File: src/rtl/core/variable_length_record_ring_fifo_defines.svh
// Assertion macros for the variable-length record ring FIFO.
// Included by files that carry concurrent checks; expects clk and rst_n in scope.
// Both macros compile to nothing when SYNTH is defined.
`ifndef VARIABLE_LENGTH_RECORD_RING_FIFO_DEFINES_SVH
`define VARIABLE_LENGTH_RECORD_RING_FIFO_DEFINES_SVH
`ifndef SYNTH
// same-cycle implication
`define VLRF_ASSERT_IMPL(lbl, ante, cons, msg) \
  lbl: assert property (@(posedge clk) disable iff (!rst_n) (ante) |-> (cons)) \
    else $error(msg);
// next-cycle implication
`define VLRF_ASSERT_NEXT(lbl, ante, cons, msg) \
  lbl: assert property (@(posedge clk) disable iff (!rst_n) (ante) |=> (cons)) \
    else $error(msg);
`else
`define VLRF_ASSERT_IMPL(lbl, ante, cons, msg)
`define VLRF_ASSERT_NEXT(lbl, ante, cons, msg)
`endif
`endif

File: src/rtl/core/vlrf_pkg.sv
// Shared constants, types and pointer helpers for the record ring FIFO.
// No dependencies; imported by every module of the block but vlrf_ram.
`timescale 1ns / 1ps
`default_nettype none

package vlrf_pkg;

  localparam int RING_BYTES   = 1024;
  localparam int HEADER_BYTES = 2;
  localparam int MAX_RECORD   = 64;

  localparam int RING_AW   = $clog2(RING_BYTES);
  localparam int FREE_W    = $clog2(RING_BYTES + 1);
  localparam int LEN_W     = 7;
  localparam int BYTE_W    = 8;
  localparam int STATUS_W  = 3;
  localparam int AMT_W     = $clog2(HEADER_BYTES + MAX_RECORD + 1);
  localparam int HDR_CNT_W = $clog2(HEADER_BYTES + 1);
  localparam int PSUM_W    = ((RING_AW > AMT_W) ? RING_AW : AMT_W) + 1;
  localparam int CMP_W     = ((FREE_W > LEN_W + 4) ? FREE_W : LEN_W + 4) + 1;

  localparam int Q_DEPTH = 4;
  localparam int Q_AW    = $clog2(Q_DEPTH);
  localparam int Q_CNT_W = $clog2(Q_DEPTH + 1);

  localparam logic [FREE_W-1:0]    RING_FREE    = FREE_W'(RING_BYTES);
  localparam logic [HDR_CNT_W-1:0] HDR_LAST_IDX = HDR_CNT_W'(HEADER_BYTES - 1);
  localparam logic [HDR_CNT_W-1:0] HDR_DATA_IDX = HDR_CNT_W'(HEADER_BYTES);
  localparam logic [Q_CNT_W-1:0]   Q_FULL_CNT   = Q_CNT_W'(Q_DEPTH);

  localparam logic FUNC_PUSH = 1'b0;
  localparam logic FUNC_POP  = 1'b1;

  typedef enum logic [STATUS_W-1:0] {
    ST_OK    = 3'd0,
    ST_FULL  = 3'd1,
    ST_EMPTY = 3'd2,
    ST_DROP  = 3'd3,
    ST_BUSY  = 3'd4
  } status_t;

  typedef enum logic {
    FR_IDLE,
    FR_HDR
  } fr_state_t;

  typedef enum logic [1:0] {
    BK_IDLE,
    BK_LEN,
    BK_ZERO,
    BK_EMIT
  } bk_state_t;

  // One queued job: either a finished one-word result or a pop to run.
  typedef struct packed {
    logic              run_pop;
    status_t           status;
    logic [FREE_W-1:0] free_bytes;
    logic              is_empty;
    logic [LEN_W-1:0]  read_limit;
  } q_entry_t;

  // Back end to front end: space released by a pop, and pop finished.
  typedef struct packed {
    logic             rel_valid;
    logic [AMT_W-1:0] rel_amt;
    logic             done;
  } bk2fr_t;

  // Front end status seen by the back end.
  typedef struct packed {
    logic [FREE_W-1:0] free_bytes;
    logic              is_empty;
    logic              pop_pend;
  } fr_stat_t;

  function automatic logic [RING_AW-1:0] ring_inc(input logic [RING_AW-1:0] p);
    logic [RING_AW:0] s;
    s = {1'b0, p} + (RING_AW + 1)'(1);
    if (s == RING_BYTES[RING_AW:0]) begin
      s = '0;
    end
    return s[RING_AW-1:0];
  endfunction

  // Valid when p + amt stays below twice the ring size.
  function automatic logic [RING_AW-1:0] ring_add(input logic [RING_AW-1:0] p,
                                                  input logic [AMT_W-1:0]   amt);
    logic [PSUM_W-1:0] s;
    s = PSUM_W'(p) + PSUM_W'(amt);
    if (s >= PSUM_W'(RING_BYTES)) begin
      s = s - PSUM_W'(RING_BYTES);
    end
    return s[RING_AW-1:0];
  endfunction

endpackage

`default_nettype wire

File: src/rtl/core/vlrf_queue.sv
// Short job queue between the front and back ends of the record FIFO.
// Depends on vlrf_pkg (q_entry_t, queue depth constants).
`timescale 1ns / 1ps
`default_nettype none

module vlrf_queue (
  input  wire logic               clk,
  input  wire logic               rst_n,
  input  wire logic               push,
  input  wire vlrf_pkg::q_entry_t push_data,
  input  wire logic               pop,
  output vlrf_pkg::q_entry_t      pop_data,
  output logic                    full,
  output logic                    not_empty
);

  import vlrf_pkg::*;

  q_entry_t          entries_r [Q_DEPTH];
  logic [Q_AW-1:0]   wr_ptr_r, wr_ptr_nxt;
  logic [Q_AW-1:0]   rd_ptr_r, rd_ptr_nxt;
  logic [Q_CNT_W-1:0] cnt_r,   cnt_nxt;

  always_comb begin
    wr_ptr_nxt = push ? wr_ptr_r + Q_AW'(1) : wr_ptr_r;
    rd_ptr_nxt = pop  ? rd_ptr_r + Q_AW'(1) : rd_ptr_r;
    cnt_nxt    = cnt_r;
    if (push && !pop) begin
      cnt_nxt = cnt_r + Q_CNT_W'(1);
    end else if (pop && !push) begin
      cnt_nxt = cnt_r - Q_CNT_W'(1);
    end
  end

  always_ff @(posedge clk) begin
    if (!rst_n) begin
      wr_ptr_r <= '0;
      rd_ptr_r <= '0;
      cnt_r    <= '0;
    end else begin
      wr_ptr_r <= wr_ptr_nxt;
      rd_ptr_r <= rd_ptr_nxt;
      cnt_r    <= cnt_nxt;
    end
  end

  always_ff @(posedge clk) begin
    if (push) begin
      entries_r[wr_ptr_r] <= push_data;
    end
  end

  assign pop_data  = entries_r[rd_ptr_r];
  assign full      = (cnt_r == Q_FULL_CNT);
  assign not_empty = (cnt_r != '0);

endmodule

`default_nettype wire

File: config.mk
export PLATFORM = sky130hd
export DESIGN_NAME = vlrf_queue
export DESIGN_NICKNAME = d
export VERILOG_FILES = /design/src/rtl/core/variable_length_record_ring_fifo_defines.svh /design/src/rtl/core/vlrf_pkg.sv /design/src/rtl/core/vlrf_queue.sv
export SDC_FILE = /design/constraint.sdc
export NUM_CORES = 1
export LEC_CHECK = 0
export ABC_CLOCK_PERIOD_IN_PS = 1390
export BUFFER_PORTS_ARGS = -buffer_cell sky130_fd_sc_hd__buf_2
export CAP_MARGIN = 40
export CORE_MARGIN = 2
export CORE_UTILIZATION = 35
export DETAILED_ROUTE_END_ITERATION = 8
export PLACE_DENSITY = 0.67
export SLEW_MARGIN = 0
export SYNTH_ARGS = -nofsm -noshare
export SYNTH_HDL_FRONTEND = slang
export SYNTH_SLANG_ARGS = --single-unit
File: constraint.sdc
create_clock -name clk -period 1.39 [get_ports clk]
set_input_delay 0.2085 -clock clk [delete_from_list [all_inputs] [get_ports clk]]
set_output_delay 0.2085 -clock clk [all_outputs]
set_load 0.03 [all_outputs]
== Word level (Yosys, flattened, before mapping) ==
Memories as Yosys holds them, arrays and structs flattened. A register that Yosys moved wholly into a read port is not among the register bits.
Cells that the tools add are included.
Word-level totals
  register bits: 7
  RAM bits: 92
  input bits: 27
  output and inout port bits: 25
  memories: 1
Operators by class
  $add $sub $neg: 4
  equality and inequality tests: 1
  multiplexer cells: 6
  reductions and logical operators: 6
Memory list
  entries_r: depth 4, width 23, read ports 1, clocked after memory_dff 1, write ports 1, line vlrf_queue.sv:19  | q_entry_t entries_r [Q_DEPTH];
Operators with widths (number)
  3-bit 2-to-1 mux: 2
  2-bit by 1-bit adder with 2-bit output (second input constant): 2
  2-bit 2-to-1 mux: 2
  3-bit by 1-bit adder with 3-bit output (second input constant): 1
  3-bit == test (second input constant): 1
  3-bit nonzero test: 1
  3-bit by 1-bit subtractor with 3-bit output (second input constant): 1
  1-bit logical AND: 2
  1-bit logical NOT: 2
  1-bit 2-to-1 mux: 2
  2-bit nonzero test: 1

== Logic depth before layout (Yosys ltp) ==
  word-level depth: 4
  gate-level depth with buffers: 7

== Worst setup path after synthesis ==
OpenSTA, ideal clock, no wires.
  path type: flip-flop to flip-flop
  start: register wr_ptr_r[0]
  end: memory entries_r[2][0] in the netlist's numbering, enable pin
  setup time: 0.382 ns
  data arrival time: 1.129 ns
  required time: 1.008 ns
  setup slack: -0.120 ns
  cell stages (with the launch flop): 4
  buffers on the path: 0
  clock period less this slack: 1.510 ns
  path through: dfxtp_1 > inv_1 > ha_1 > and2_1
RTL lines
  start, declared: line vlrf_queue.sv:20  | logic [Q_AW-1:0] wr_ptr_r, wr_ptr_nxt;
  start signal, assigned: line vlrf_queue.sv:41  | wr_ptr_r <= wr_ptr_nxt;
  end, declared: line vlrf_queue.sv:19
No word-level cell before the write port.

==> impl_metrics.py <==
metrics = {
    "route": {
        "drcViolationCount": 0,
        "dr.pass1.iters": 4,
        "wl_um": 6475,
        "via_per_inst": 4.587,
        "num_vias": 1766,
        "wl_per_cell_um": 16.82,
        "drt-initial-drc-count": 64,
        "ant_nets": 0,
    },
    "clock_network": {
        "cts.sinks": 101,
        "clkTransAtPathRegs_ns": 0.09,
        "cts_buffers": 9,
        "clockBufferDepth": 2,
        "clock_latency_ns": 0.36,
        "cts_tree": "yes",
        "cts-root-buf": "clkbuf_8",
        "h-tree-depth": 3,
    },
    "status": {
        "status": "finished, violations left",
        "failed_checks": "setup timing",
    },
    "final_layout": {
        "nNetsFinal": 273,
        "drive_gt1_share_pct": 49.80,
        "antenna_cells": 0,
        "areaGrowthSynthToFinish_pct": 25.72,
        "regArea_um2": 2949,
        "final_util_pct": 44.66,
        "nFillCells": 931,
        "multiInputGateArea_um2": 820.8,
    },
    "logic_synthesis": {
        "synth_seq_cells": 101,
        "postSynthNetCount": 196,
        "synth_top_area_cell": "edfxtp_1",
        "synth_top_area_share_pct": 72.70,
        "netlist_top_cells_area": "edfxtp_1 73%, mux4_2 12%, dfxtp_1 4.7%",
        "seq_area_frac_synth_pct": 77.44,
        "synth.distinct_cells": 20,
        "yosys_warnings": 0,
        "syn_inst": 163,
        "synth_area_um2": 3800,
        "syn_area_per_cell_um2": 23.31,
    },
    "global_route": {
        "grt_pass1_wl_um": 9729,
        "grt_max_degree": 24,
        "antenna_found_initial": 0,
        "overflow": 0,
        "grt_pass1_vias": 1869,
        "track_usage_pct": 11.63,
    },
    "worst_setup_path": {
        "cpPeakStageDelay_ns": 0.53,
        "worstPathArrival_ns": 1.61,
        "critPathTopFamily": "multiplexers",
        "end_kind": "output pin",
        "cp.buffers_inverters": 2,
        "cp_data_required_time_ns": 1.18,
        "crit_path_top_delay_cell": "mux4_2",
        "crit_fanout": 9,
        "cp_cell_sequence": "buf_12 > mux4_2 > buf_6",
        "path_class": "reg -> out",
        "startpoint_type": "register",
    },
    "pwr": {
        "power.density_nw_per_um2": 1360,
        "vdd_drop_max_v": 0.0006076,
        "p_leak_nw": 1.656,
    },
    "sta": {
        "hold_viol_final": 0,
        "max_freq_mhz": 549.7,
        "fin_crit_sh_pct": 130.9,
        "slew_headroom_pct": 75.85,
        "worstMarginPinSlew_ns": 0.3622,
        "whs_ns": 0.05968,
        "slew_violations": 0,
        "final.setup_skew_ns": 0.009611,
        "setup_viol": 25,
        "fin_ws_ns": -0.4292,
        "period_minus_slack_ns": 1.819,
        "rsz0062_at_grt": "true",
    },
    "place": {
        "routabilityCongestion": 0.6128,
        "place_ws_ns": -0.2216,
        "place_hpwl_um": 4005,
        "portBuffers": 51,
    },
    "floorplan": {
        "fp-row-count": 38,
        "core_um2": 10700,
        "dieArea_um2": 11710,
        "die_h_um": 108.2,
        "ioPinCount": 52,
        "start_util_pct": 35.52,
        "die_w_um": 108.2,
    },
    "hold_path": {
        "hold_class": "in -> reg",
    },
    "run": {
        "max-cap-violations": 0,
    },
}
[per-layer routing]
layer / GRT usage [%] / wire length, um
met5: 0 / 0
met4: 4.121 / 84
met3: 4.340 / 438
met2: 20.04 / 3289
met1: 13.32 / 2662
[final cells by class]
class,count,area share [%]
flip-flops and latches,101,61.73
multi-input cells,55,17.18
repair buffers,69,12.83
well taps,140,3.667
clock buffers,9,2.593
clock inverters,7,1.519
inverters,4,0.4715
[timing repair]
item                       in CTS  in global routing
buffers inserted                4                  1
hold buffers                    0                  0
resized for setup              58                  7
setup endpoints to repair      95                 62
pin swaps                       1                  0
gates cloned                    0                  2
[kinds of logic after synthesis]
group | share of synthesized area [%]
flip-flops | 77.44
multiplexers | 14.46
AND/OR/NAND/NOR | 2.436
buffers and inverters | 2.008
adder cells (fa/ha/maj) | 2.173
XOR/XNOR | 1.153
AO/OA/AOI/OAI | 0.3292
[cell usage in the layout, fill, tap and decap left out]
cell type	synthesis	routed
edfxtp_1	92	92
buf_2	2	26
buf_6	1	26
mux4_2	20	23
buf_4	0	12
clkbuf_8	0	9
dfxtp_1	9	6
and2_4	0	5
and2_1	9	5
buf_12	2	5
ha_1	5	4
xor2_1	3	3
inv_1	4	2
xnor2_1	2	2
mux2i_1	2	2
nor2b_1	2	2
inv_6	0	2
dfxtp_2	0	2
nor3b_2	0	1
or3_4	0	1
inv_8	0	1
and2_2	0	1
inv_2	0	1
nand2_1	1	1
o21ai_0	1	1
or3_1	2	1
a21boi_1	0	1
fa_2	0	1
ha_4	0	1
dfxtp_4	0	1
bufinv_16	0	1
clkinv_1	0	1
clkinv_4	0	1
clkinv_2	0	1
clkinvlp_4	0	1
[power by group]
| part | total [mW] | internal [mW] | switching, mW |
|---|---|---|---|
| Clock | 1.81 | 0.838 | 0.973 |
| Sequential | 3.54 | 3.48 | 0.0596 |
| Combinational | 1.15 | 0.565 | 0.584 |
[through the flow]
step	TNS, ns	total power [mW]	std cells	instance area, um2
finish	-9.630	6.497	385	4777
floorplan	0	4.229	163	3827
detailed placement	-11.85	4.544	362	4358
global route	-11.24	6.741	385	4777
global placement	-10.94	4.526	362	4358
CTS	-10.46	6.540	382	4748
[path summary, 6_finish.rpt]
check | from | end | slack (ns) | depth (start not counted)
hold / removal | push_data[19] | entries_r[2][19] | 0.06 | 1
hold reg to reg | cnt_r[2] | cnt_r[2] | 0.53 | 2
setup / recovery | register | pop_data[4] | -0.43 | 3
setup reg to reg | cnt_r[0] | cnt_r[2] | -0.10 | 5
[synthesized netlist by cell type, drive strengths merged]
| library cell | number |
|---|---|
| edfxtp | 92 |
| and2 | 9 |
| dfxtp | 9 |
| nor2b | 2 |
| mux4 | 23 |
| fa | 1 |
| or3 | 2 |
| a21boi | 1 |
| nor3b | 1 |
| xnor2 | 2 |
| xor2 | 3 |
| mux2i | 2 |
| o21ai | 1 |
| nand2 | 1 |
| buf | 5 |
| ha | 5 |
| inv | 4 |
[worst reg2reg max path, delay by kind of cell (launching register included)]
family          cells  cell delay, ns
xor+xnor            1            0.15
buf+inv             1            0.11
simple gates        1            0.35
flops               1            0.34
compound gates      1            0.12
fa+ha+maj           1            0.37
[flip-flops by register name, summed over array words and instances (netlist names), named ones only]
| name | cells |
|---|---|
| entries_r | 92 |
| cnt_r | 3 |
| rd_ptr_r | 2 |
| wr_ptr_r | 2 |
No activity file was read; power rests on OpenSTA's default activity.
