## src/rtl/core/variable_length_record_ring_fifo_defines.svh

```systemverilog
// Assertion macros for the variable-length record ring FIFO.
// Included by files that carry concurrent checks; expects clk and rst_n in scope.
// Both macros compile to nothing when SYNTH is defined.
`ifndef VARIABLE_LENGTH_RECORD_RING_FIFO_DEFINES_SVH
`define VARIABLE_LENGTH_RECORD_RING_FIFO_DEFINES_SVH
`ifndef SYNTH
// same-cycle implication
`define VLRF_ASSERT_IMPL(lbl, ante, cons, msg) \
  lbl: assert property (@(posedge clk) disable iff (!rst_n) (ante) |-> (cons)) \
    else $error(msg);
// next-cycle implication
`define VLRF_ASSERT_NEXT(lbl, ante, cons, msg) \
  lbl: assert property (@(posedge clk) disable iff (!rst_n) (ante) |=> (cons)) \
    else $error(msg);
`else
`define VLRF_ASSERT_IMPL(lbl, ante, cons, msg)
`define VLRF_ASSERT_NEXT(lbl, ante, cons, msg)
`endif
`endif

```

## src/rtl/core/vlrf_pkg.sv

```systemverilog
// Shared constants, types and pointer helpers for the record ring FIFO.
// No dependencies; imported by every module of the block but vlrf_ram.
`timescale 1ns / 1ps
`default_nettype none

package vlrf_pkg;

  localparam int RING_BYTES   = 1024;
  localparam int HEADER_BYTES = 2;
  localparam int MAX_RECORD   = 64;

  localparam int RING_AW   = $clog2(RING_BYTES);
  localparam int FREE_W    = $clog2(RING_BYTES + 1);
  localparam int LEN_W     = 7;
  localparam int BYTE_W    = 8;
  localparam int STATUS_W  = 3;
  localparam int AMT_W     = $clog2(HEADER_BYTES + MAX_RECORD + 1);
  localparam int HDR_CNT_W = $clog2(HEADER_BYTES + 1);
  localparam int PSUM_W    = ((RING_AW > AMT_W) ? RING_AW : AMT_W) + 1;
  localparam int CMP_W     = ((FREE_W > LEN_W + 4) ? FREE_W : LEN_W + 4) + 1;

  localparam int Q_DEPTH = 4;
  localparam int Q_AW    = $clog2(Q_DEPTH);
  localparam int Q_CNT_W = $clog2(Q_DEPTH + 1);

  localparam logic [FREE_W-1:0]    RING_FREE    = FREE_W'(RING_BYTES);
  localparam logic [HDR_CNT_W-1:0] HDR_LAST_IDX = HDR_CNT_W'(HEADER_BYTES - 1);
  localparam logic [HDR_CNT_W-1:0] HDR_DATA_IDX = HDR_CNT_W'(HEADER_BYTES);
  localparam logic [Q_CNT_W-1:0]   Q_FULL_CNT   = Q_CNT_W'(Q_DEPTH);

  localparam logic FUNC_PUSH = 1'b0;
  localparam logic FUNC_POP  = 1'b1;

  typedef enum logic [STATUS_W-1:0] {
    ST_OK    = 3'd0,
    ST_FULL  = 3'd1,
    ST_EMPTY = 3'd2,
    ST_DROP  = 3'd3,
    ST_BUSY  = 3'd4
  } status_t;

  typedef enum logic {
    FR_IDLE,
    FR_HDR
  } fr_state_t;

  typedef enum logic [1:0] {
    BK_IDLE,
    BK_LEN,
    BK_ZERO,
    BK_EMIT
  } bk_state_t;

  // One queued job: either a finished one-word result or a pop to run.
  typedef struct packed {
    logic              run_pop;
    status_t           status;
    logic [FREE_W-1:0] free_bytes;
    logic              is_empty;
    logic [LEN_W-1:0]  read_limit;
  } q_entry_t;

  // Back end to front end: space released by a pop, and pop finished.
  typedef struct packed {
    logic             rel_valid;
    logic [AMT_W-1:0] rel_amt;
    logic             done;
  } bk2fr_t;

  // Front end status seen by the back end.
  typedef struct packed {
    logic [FREE_W-1:0] free_bytes;
    logic              is_empty;
    logic              pop_pend;
  } fr_stat_t;

  function automatic logic [RING_AW-1:0] ring_inc(input logic [RING_AW-1:0] p);
    logic [RING_AW:0] s;
    s = {1'b0, p} + (RING_AW + 1)'(1);
    if (s == RING_BYTES[RING_AW:0]) begin
      s = '0;
    end
    return s[RING_AW-1:0];
  endfunction

  // Valid when p + amt stays below twice the ring size.
  function automatic logic [RING_AW-1:0] ring_add(input logic [RING_AW-1:0] p,
                                                  input logic [AMT_W-1:0]   amt);
    logic [PSUM_W-1:0] s;
    s = PSUM_W'(p) + PSUM_W'(amt);
    if (s >= PSUM_W'(RING_BYTES)) begin
      s = s - PSUM_W'(RING_BYTES);
    end
    return s[RING_AW-1:0];
  endfunction

endpackage

`default_nettype wire

```

## src/rtl/core/vlrf_front.sv

```systemverilog
// Front end: accepts input words, keeps push state and free space, writes the ring.
// Depends on vlrf_pkg; feeds vlrf_queue and the ring RAM write port.
`timescale 1ns / 1ps
`default_nettype none

module vlrf_front (
  input  wire logic                         clk,
  input  wire logic                         rst_n,
  input  wire logic                         in_valid,
  output logic                              in_stall,
  input  wire logic                         in_func,
  input  wire logic                         in_first,
  input  wire logic [vlrf_pkg::LEN_W-1:0]   in_rec_len,
  input  wire logic [vlrf_pkg::BYTE_W-1:0]  in_data_byte,
  input  wire logic [vlrf_pkg::LEN_W-1:0]   in_read_limit,
  input  wire logic                         q_full,
  output logic                              q_push,
  output vlrf_pkg::q_entry_t                q_data,
  output logic                              ram_we,
  output logic [vlrf_pkg::RING_AW-1:0]      ram_waddr,
  output logic [vlrf_pkg::BYTE_W-1:0]       ram_wdata,
  input  wire vlrf_pkg::bk2fr_t             bk,
  output vlrf_pkg::fr_stat_t                stat
);

  import vlrf_pkg::*;

  fr_state_t            state_r,   state_nxt;
  logic [RING_AW-1:0]   tail_r,    tail_nxt;
  logic [FREE_W-1:0]    free_r,    free_nxt;
  logic [LEN_W-1:0]     pend_r,    pend_nxt;
  logic                 drop_r,    drop_nxt;
  logic                 pop_pend_r, pop_pend_nxt;
  logic [HDR_CNT_W-1:0] hdr_cnt_r, hdr_cnt_nxt;
  logic [LEN_W-1:0]     len_r,     len_nxt;
  logic [BYTE_W-1:0]    byte_r,    byte_nxt;

  logic             accept;
  logic             start_rec;
  logic             hdr_done;
  logic [CMP_W-1:0] need;
  logic             refuse;
  logic [LEN_W-1:0] rec_pend;
  logic [LEN_W-1:0] pend_dec;

  assign in_stall = (state_r != FR_IDLE) | q_full | pop_pend_r;
  assign accept   = in_valid & ~in_stall;

  assign need     = CMP_W'(HEADER_BYTES) + CMP_W'(in_rec_len);
  assign refuse   = (in_rec_len > LEN_W'(MAX_RECORD)) | (CMP_W'(free_r) < need);
  assign rec_pend = (in_rec_len != '0) ? in_rec_len - LEN_W'(1) : '0;
  assign pend_dec = pend_r - LEN_W'(1);

  always_comb begin
    state_nxt = state_r;
    case (state_r)
      FR_IDLE: begin
        if (start_rec) begin
          state_nxt = FR_HDR;
        end
      end
      FR_HDR: begin
        if (hdr_done) begin
          state_nxt = FR_IDLE;
        end
      end
      default: state_nxt = FR_IDLE;
    endcase
  end

  always_comb begin
    tail_nxt     = tail_r;
    free_nxt     = free_r;
    pend_nxt     = pend_r;
    drop_nxt     = drop_r;
    pop_pend_nxt = pop_pend_r;
    hdr_cnt_nxt  = hdr_cnt_r;
    len_nxt      = len_r;
    byte_nxt     = byte_r;
    ram_we       = 1'b0;
    ram_waddr    = tail_r;
    ram_wdata    = in_data_byte;
    q_push       = 1'b0;
    q_data       = '0;
    start_rec    = 1'b0;
    hdr_done     = 1'b0;

    // released space and pop completion never coincide with an accept
    if (bk.rel_valid) begin
      free_nxt = free_r + FREE_W'(bk.rel_amt);
    end
    if (bk.done) begin
      pop_pend_nxt = 1'b0;
    end

    case (state_r)
      FR_IDLE: begin
        if (accept) begin
          q_push            = 1'b1;
          q_data.read_limit = in_read_limit;
          if (in_func == FUNC_POP) begin
            if (pend_r != '0) begin
              q_data.status = ST_BUSY;
            end else if (free_r == RING_FREE) begin
              q_data.status = ST_EMPTY;
            end else begin
              q_data.status  = ST_OK;
              q_data.run_pop = 1'b1;
              pop_pend_nxt   = 1'b1;
            end
          end else if (in_first) begin
            if (pend_r != '0 && !drop_r) begin
              q_data.status = ST_BUSY;
            end else if (refuse) begin
              q_data.status = ST_FULL;
              pend_nxt      = rec_pend;
              drop_nxt      = (rec_pend != '0);
            end else begin
              q_data.status = ST_OK;
              free_nxt      = free_r - FREE_W'(need);
              pend_nxt      = rec_pend;
              drop_nxt      = 1'b0;
              len_nxt       = in_rec_len;
              byte_nxt      = in_data_byte;
              start_rec     = 1'b1;
            end
          end else if (pend_r == '0) begin
            q_data.status = ST_DROP;
          end else begin
            pend_nxt = pend_dec;
            if (drop_r) begin
              q_data.status = ST_DROP;
              if (pend_dec == '0) begin
                drop_nxt = 1'b0;
              end
            end else begin
              q_data.status = ST_OK;
              ram_we        = 1'b1;
              tail_nxt      = ring_inc(tail_r);
            end
          end
        end
      end
      FR_HDR: begin
        // header bytes little-endian, then the record's first data byte
        ram_we   = 1'b1;
        tail_nxt = ring_inc(tail_r);
        if (hdr_cnt_r == HDR_DATA_IDX) begin
          ram_wdata = byte_r;
        end else if (hdr_cnt_r == '0) begin
          ram_wdata = BYTE_W'(len_r);
        end else begin
          ram_wdata = '0;
        end
        hdr_done = (hdr_cnt_r == HDR_DATA_IDX) ||
                   ((hdr_cnt_r == HDR_LAST_IDX) && (len_r == '0));
        hdr_cnt_nxt = hdr_done ? '0 : hdr_cnt_r + HDR_CNT_W'(1);
      end
      default: ;
    endcase

    q_data.free_bytes = free_nxt;
    q_data.is_empty   = (free_nxt == RING_FREE);
  end

  always_ff @(posedge clk) begin
    if (!rst_n) begin
      state_r    <= FR_IDLE;
      tail_r     <= '0;
      free_r     <= RING_FREE;
      pend_r     <= '0;
      drop_r     <= 1'b0;
      pop_pend_r <= 1'b0;
      hdr_cnt_r  <= '0;
    end else begin
      state_r    <= state_nxt;
      tail_r     <= tail_nxt;
      free_r     <= free_nxt;
      pend_r     <= pend_nxt;
      drop_r     <= drop_nxt;
      pop_pend_r <= pop_pend_nxt;
      hdr_cnt_r  <= hdr_cnt_nxt;
    end
  end

  always_ff @(posedge clk) begin
    len_r  <= len_nxt;
    byte_r <= byte_nxt;
  end

  assign stat.free_bytes = free_r;
  assign stat.is_empty   = (free_r == RING_FREE);
  assign stat.pop_pend   = pop_pend_r;

endmodule

`default_nettype wire

```

## config.mk

```make
export PLATFORM = sky130hd
export DESIGN_NAME = vlrf_front
export DESIGN_NICKNAME = d
export VERILOG_FILES = /design/src/rtl/core/variable_length_record_ring_fifo_defines.svh /design/src/rtl/core/vlrf_pkg.sv /design/src/rtl/core/vlrf_front.sv
export SDC_FILE = /design/constraint.sdc
export NUM_CORES = 1
export LEC_CHECK = 0
export BUFFER_PORTS_ARGS = -buffer_cell sky130_fd_sc_hd__buf_4
export CORE_ASPECT_RATIO = 0.9
export CORE_UTILIZATION = 50
export CTS_BUF_LIST = sky130_fd_sc_hd__clkbuf_8 sky130_fd_sc_hd__clkbuf_16
export DETAILED_ROUTE_END_ITERATION = 6
export MAX_ROUTING_LAYER = met4
export PLACE_DENSITY = 0.76
export SLEW_MARGIN = 30
export SYNTH_ARGS = -nofsm -noshare
export SYNTH_HDL_FRONTEND = slang
export SYNTH_SLANG_ARGS = --single-unit
```

## constraint.sdc

```tcl
create_clock -name clk -period 4.7 [get_ports clk]
set_input_delay 0.235 -clock clk [delete_from_list [all_inputs] [get_ports clk]]
set_output_delay 0.235 -clock clk [all_outputs]
set_load 0.02 [all_outputs]
```

Yosys cells after proc, flatten, opt, wreduce, memory -nomap -nowiden. Cells that the tools add are included.

Add/subtract/negate cells: 7. Multipliers: 0. Div/mod/pow operators: 0. Magnitude comparators: 2. Equality and inequality tests: 12. Shift operators: 0. Mux-type cells: 67. Bitwise gates (word level): 9. Reductions and logical operators: 14.

Operators by type and width (number): $mux W11 (7); $mux W10 (6); $mux W7 (7); $eq A11 B11 Y1 const B (3); $mux W1 (32); $logic_not A7 Y1 (3); $reduce_bool A7 Y1 (3); $pmux W10 S2 (1); $mux W8 (2); $ne A2 B2 Y1 const B (7); $sub A7 B1 Y7 const B (2); $mux W3 (4); $add A10 B1 Y11 const B (1); $add A11 B7 Y11 (1); $lt A11 B8 Y1 (1); $sub A11 B8 Y11 (1); $reduce_and A5 Y1 (2); $add A2 B7 Y8 const A (1); $mux W2 (4); $mux W4 (2); $gt A7 B7 Y1 const B (1); $reduce_and A6 Y1 (1); $not A1 Y1 (5); $pmux W1 S2 (2); 9 further kinds (12).

Register bits after elaboration: 48. Bits in latches: 0. Bits in writable memories: 0. ROM bits: 0. Bits of input ports: 37. Output and inout port bits: 57. Word-level logic and storage cells: 120. Memories kept: 0.

Longest topological paths before layout. Gate-level depths: netlist of run 1.

Depth after elaboration: 11. Depth in mapped cells: 14. Depth with buffers taken out: 12.

Least setup slack after synthesis of run 1. OpenSTA, ideal clock, no wires.

Kind: input-to-output. From: in in_rec_len[3] (netlist name). To: out q_data[7] (netlist name). Arrival time: 4.221 ns. Required time: 4.465 ns. Setup slack: 0.244 ns. Stages on the path: 12. Buffers on the path: 1. Cells stage by stage: clkbuf_1 and3_1 nand3_1 xnor2_1 ha_1 o21ai_0 nor2_1 o21ai_0 and2_1 nor3_1 o21ai_0 nor4_2.

RTL lines: start, declared (RTL line vlrf_front.sv:13) `input wire logic [vlrf_pkg::LEN_W-1:0] in_rec_len,`; end, declared (RTL line vlrf_front.sv:18) `output vlrf_pkg::q_entry_t q_data,`.

==> flow_summary.json, run 1 <==
{
  "routed_wl_um": 8668,
  "antenna_left": 0,
  "track_usage_pct": 24.23,
  "synth_seq_cells": 48,
  "gp_congestion": 0.8214,
  "synth_flop_cell": "dfxtp_1",
  "cts-root-buf": "clkbuf_8",
  "syn_nets": 487,
  "synth_top_cell_area_share_pct": 18.69,
  "cellPowerDensity_nw_per_um2": 274.7,
  "grt_pass1_wl_um": 14070,
  "wl_per_cell_um": 14.47,
  "grt_max_degree": 34,
  "critPathArrivalTime_ns": 3.59,
  "yosys.area.top_type": "dfxtp_1",
  "period_share_pct": 81.48,
  "crit_path_start": "pend_r[0]",
  "r2r_start": "pend_r[0]",
  "end_kind": "output port",
  "die_x_um": 90.63,
  "multi_input_area_um2": 2286,
  "max_freq_ghz": 0.2611,
  "clockBufferDepth": 2,
  "synth-edff-count": 15,
  "drive_gt1_share_pct": 21.81,
  "vias": 3308,
  "post_cts_buffers": 0,
  "syn_area_per_cell_um2": 8.376,
  "cts_tree": "built",
  "worstPathMaxFanout": 16,
  "cap_violations": 0,
  "clkTransAtPathRegs_ns": 0.09,
  "ys_top_cells_by_area": "dfxtp_1 19%, edfxtp_1 13%, ha_1 9.2%",
  "hp-start": "in_data_byte[0]",
  "synthesis.area_um2": 3535,
  "final-instance-count-excl-fill": 599,
  "grt_overflow": 0,
  "setup_viol": 0,
  "post-place-ws_ns": 1.038,
  "relSlewSlack_pct": 46.50,
  "htreeDepth": 2,
  "num_rows": 28,
  "nets": 573,
  "clock_sink_count": 48,
  "vdd_drop_max_mv": 0.1581,
  "tns_ns": 0,
  "cts_resized": 0,
  "finalHoldViolations": 0,
  "fin_crit_ns": 3.830,
  "core_um2": 6691,
  "grt_setup_unrepaired": "false",
  "fillers": 592,
  "die_area_um2": 7410,
  "worst_pin_slew_ns": 0.7999,
  "antenna_found_initial": 0,
  "cts_buffers": 5,
  "dp_cells": 591,
  "register_area_um2": 1111,
  "dpl.hpwl_um": 6795,
  "drtIter0Drc": 187,
  "fp.dieH_um": 81.77,
  "n_antenna_cell": 0,
  "clk_latency_ns": 0.30,
  "ys_seq_area_share_pct": 31.43,
  "worstPathRequired_ns": 4.47,
  "async_reset_ff_share_pct": 0,
  "outcome": "finished, final reports clean",
  "via_per_inst": 5.523,
  "grt_pass1_vias": 3034,
  "holdWs_ns": 0.1215,
  "yosysWarnings": 0,
  "drtPass1Iterations": 4,
  "setup_slack_ns": 0.8704,
  "io_buffers": 93,
  "hp-class": "in -> reg",
  "finalMaxSlewViolations": 0,
  "pin_count": 94,
  "yosysUniqueCellTypes": 56,
  "p_leak_nw": 1.924,
  "synthCells": 422,
  "setup.worst_path.start_class": "register",
  "criticalPathCategory": "reg -> out",
  "hold_buffers": 0,
  "drcViolationCount": 0,
  "initial_utilization_pct": 52.82,
  "finalClockSkew_ns": 0.007054,
  "syn_to_final_growth_pct": 24.71
}
==> power breakdown <==
group	switching, mW	internal (mW)
registers	0.0240	0.443
clock network	0.135	0.155
logic	0.255	0.198
total	0.414	0.797
==> cells by family (layout without fill, tap and decap cells) <==
kind of cell               after synthesis  after routing  synth area share (%)
adders and majority gates               28             28                 10.34
and+or+nand+nor                        175            175                 26.80
DFF                                     48             48                 31.43
muxes                                    8              8                 2.266
buffers and inverters                   37            124                 4.142
AOI/OAI and AO/OA                       97             97                 17.63
xor gates and xnor gates                29             29                 7.398
==> cell usage in the layout (no fill, tap or decap), drive strengths merged, types with 3 or more instances in the layout <==
cell / Yosys / final
a211oi: 3 / 3
nor3b: 4 / 4
a21o: 4 / 4
o21a: 4 / 4
nor2b: 16 / 16
nor2: 35 / 35
a22oi: 11 / 11
and2: 25 / 25
xnor2: 17 / 17
o21ai: 26 / 26
and3: 8 / 8
nor4: 7 / 7
a21oi: 27 / 27
dfxtp: 33 / 33
edfxtp: 15 / 15
nor3: 14 / 14
inv: 21 / 21
mux2i: 8 / 8
clkbuf: 12 / 5
xor2: 12 / 12
nand2: 31 / 31
nand4: 4 / 4
nand3b: 4 / 4
nand2b: 8 / 8
a21boi: 3 / 3
buf: 4 / 95
ha: 26 / 26
a31oi: 3 / 3
nand3: 12 / 12
==> routing by layer <==
metal / vias up / track usage (%) / part of all wire (%)
met5: - / - / 0
met4: 0 / 3.871 / 0.52
met3: 5 / 3.981 / 5.1
met2: 80 / 40.45 / 47
met1: 1551 / 31.73 / 47
li1: 1672 / - / -
==> Yosys cell counts, types with 3 or more instances <==
cell and instances:
a21boi_0 3, a21o_1 4, a21oi_1 27, a22oi_1 11
a31oi_1 3, and2_1 25, and3_1 8, buf_2 3
clkbuf_1 12, dfxtp_1 33, edfxtp_1 15, ha_1 26
inv_1 21, mux2i_1 8, nand2_1 31, nand2b_1 8
nand3_1 12, nand3b_1 3, nand4_1 4, nor2_1 33
nor2b_1 16, nor3_1 14, nor3b_1 4, nor4_1 6
o21a_1 4, o21ai_0 26, xnor2_1 16, xor2_1 12
==> final timing paths <==
path,endpoint,slack (ns),cells past startpoint
setup / recovery,q_data[7],0.87,11
hold / removal,byte_r[0],0.12,1
setup reg to reg,free_r[10],1.66,9
hold reg to reg,drop_r,0.50,2
==> critical path: stages, from the launching register on <==
cell,delay (ns)
dfxtp_1,0.35
inv_1,0.07
ha_1,0.20
nor3b_1,0.42
a21oi_1,0.25
nand3b_4,0.26
a211oi_4,0.71
mux2i_1,0.37
xnor2_2,0.17
nand2b_1,0.11
nor4_2,0.21
buf_4,0.18
==> area by class of cell <==
type | instances | share of cell area, %
Tap cell | 90 | 2.555
Inverter | 21 | 1.788
Sequential cell | 48 | 25.21
Multi-Input combinational cell | 337 | 51.86
Clock buffer | 5 | 1.561
Timing Repair Buffer | 95 | 16.18
Clock inverter | 3 | 0.8515
==> metrics by stage <==
step | utilization [%] | power [mW] | instance area (um2)
final | 65.88 | 1.211 | 4408
after global routing | 65.88 | 1.282 | 4408
after CTS | 65.82 | 1.218 | 4404
after detailed placement | 64.23 | 0.9265 | 4298
after global placement | 64.23 | 0.9170 | 4298
after floorplan | - | 0.7718 | 3535
==> sequential cells by signal, indices dropped and copies added (netlist names) <==
name,cells
byte_r,8
free_r,11
drop_r,1
len_r,7
pop_pend_r,1
hdr_cnt_r,2
ram_waddr,10
pend_r,7
state_r,1
No activity file was read; power rests on OpenSTA's default activity.
==> inputs of run 2 (changes only) <==
--- a/config.mk
+++ b/config.mk
@@ -7,11 +7,11 @@
 export LEC_CHECK = 0
 export BUFFER_PORTS_ARGS = -buffer_cell sky130_fd_sc_hd__buf_4
 export CORE_ASPECT_RATIO = 0.9
-export CORE_UTILIZATION = 50
+export CORE_UTILIZATION = 48
 export CTS_BUF_LIST = sky130_fd_sc_hd__clkbuf_8 sky130_fd_sc_hd__clkbuf_16
 export DETAILED_ROUTE_END_ITERATION = 6
 export MAX_ROUTING_LAYER = met4
-export PLACE_DENSITY = 0.76
+export PLACE_DENSITY = 0.77
 export SLEW_MARGIN = 30
 export SYNTH_ARGS = -nofsm -noshare
 export SYNTH_HDL_FRONTEND = slang
==> constraint.sdc (replaced) <==
create_clock -name clk -period 3.3 [get_ports clk]
set_input_delay 0.165 -clock clk [delete_from_list [all_inputs] [get_ports clk]]
set_output_delay 0.165 -clock clk [all_outputs]
set_load 0.02 [all_outputs]
==> run 2 against run 1 <==
Largest power group is now combinational logic. Die area grew 4.1%. Clock skew rose by 0.0025 ns. Total power is 50% higher. Largest cell class unchanged.
==> flow_summary.json, run 2 (same netlist as run 1, synthesis figures left out) <==
{
  "antenna_found_initial": 0,
  "largest_reg_flops": 11,
  "fin_crit_ns": 3.140,
  "critPathMostFrequentCell": "buf_4",
  "worstPathRequired_ns": 3.13,
  "critical-path-top-delay-family": "buffers and inverters",
  "post-place-ws_ns": 0.1152,
  "cellPowerDensity_nw_per_um2": 393.7,
  "core_um2": 7076,
  "end_kind": "output port",
  "num_rows": 29,
  "drcViolationCount": 0,
  "outcome": "finished, final reports clean",
  "cts_tree": "built",
  "fillers": 633,
  "fp.dieH_um": 83.41,
  "grt_pass1_vias": 3213,
  "criticalPathCategory": "in -> out",
  "clkTransAtPathRegs_ns": 0.10,
  "crit_chain": "buf_4 > inv_1 > ha_1 > inv_1 > ha_1 > o211a_1 > o31a_1 > o21ai_1 > buf_4 > a211oi_4 > buf_4 > mux2i_1 > xnor2_1 > nand3b_1 > nor4_2 > buf_4",
  "clock_sink_count": 48,
  "worstPathMaxFanout": 8,
  "clockBufferDepth": 2,
  "final_common_cell": "buf_4",
  "period_share_pct": 95.14,
  "p_leak_nw": 1.992,
  "htreeDepth": 2,
  "max_freq_ghz": 0.3185,
  "antenna_left": 0,
  "io_buffers": 93,
  "die_area_um2": 7712,
  "finalHoldViolations": 0,
  "setup.worst_path.start_class": "input pin",
  "total_power_mw": 1.813,
  "wl_per_cell_um": 15.49,
  "dp_cells": 599,
  "worst_pin_slew_ns": 0.8339,
  "die_x_um": 92.46,
  "finalClockSkew_ns": 0.009513,
  "drtIter0Drc": 285,
  "drive_gt1_share_pct": 27.08,
  "pin_count": 94,
  "cpMaxStageDelayCell": "ha_1",
  "relSlewSlack_pct": 43.89,
  "dpl.hpwl_um": 7033,
  "via_per_inst": 5.554,
  "track_usage_pct": 24.46,
  "cpPeakStageDelay_ns": 0.32,
  "hold_buffers": 0,
  "hp-class": "in -> reg",
  "n_antenna_cell": 0,
  "vias": 3388,
  "grt_pass1_wl_um": 14930,
  "top_register": "free_r",
  "holdWs_ns": 0.04158,
  "clk_latency_ns": 0.30,
  "nets": 581,
  "final-instance-count-excl-fill": 610,
  "worst-path-buf-inv": 6,
  "routed_wl_um": 9447,
  "initial_utilization_pct": 49.96,
  "grt_max_degree": 34,
  "layout_common_cells": "102 x buf_4, 33 x nor2_1, 31 x nand2_1, 31 x dfxtp_1",
  "gp_congestion": 0.8689,
  "finalMaxSlewViolations": 0,
  "cts_buffers": 5,
  "drtPass1Iterations": 4,
  "setup_viol": 0,
  "critPathArrivalTime_ns": 2.97,
  "grt_overflow": 0,
  "vdd_drop_max_mv": 0.2171,
  "cts-root-buf": "clkbuf_8",
  "syn_to_final_growth_pct": 30.30,
  "setup_slack_ns": 0.1604,
  "cap_violations": 0
}
==> run 2: final timing paths <==
kind,startpoint,endpoint,slack (ns),cells after the start
worst min register to register,ram_waddr[2],ram_waddr[2],0.51,2
worst max register to register,state_r,ram_waddr[6],0.90,8
worst max-delay path,in_rec_len[2],q_data[7],0.16,16
worst min-delay path,in_data_byte[5],byte_r[5],0.04,1
==> run 2: metrics by stage <==
stage	utilization, %	instance area [um2]	TNS, ns
after floorplan	-	3546	-0.05323
after global placement	61.41	4345	0
after detailed placement	61.41	4345	0
after CTS	63.18	4471	0
after global routing	65.09	4606	-0.02040
final	65.09	4606	0
==> run 2: cell type report <==
type | count | area (um2) | share of cell area [%]
Clock buffer | 5 | 68.82 | 1.494
Clock inverter | 3 | 46.29 | 1.005
Inverter | 21 | 78.83 | 1.711
Multi-Input combinational cell | 337 | 2402 | 52.16
Sequential cell | 48 | 1116 | 24.23
Tap cell | 93 | 116.4 | 2.526
Timing Repair Buffer | 103 | 777.0 | 16.87
==> run 2: routing by layer <==
| layer | wire (um) | share of wire (%) | GRT usage (%) |
|---|---|---|---|
| met1 | 4185 | 44 | 31.70 |
| met3 | 474 | 5.0 | 3.846 |
| met5 | 0 | 0 | - |
| met2 | 4693 | 50 | 40.54 |
| met4 | 93 | 0.98 | 4.688 |
==> run 2: repair_timing <==
item | CTS | global route
resized for setup | 2 | 26
buffers inserted | 0 | 3
pin swaps | 0 | 7
setup endpoints to repair | 1 | 1
==> run 2: power breakdown <==
group / switching [mW] / internal, mW
Combinational: 0.393 / 0.315
Sequential: 0.0365 / 0.632
Clock: 0.209 / 0.229
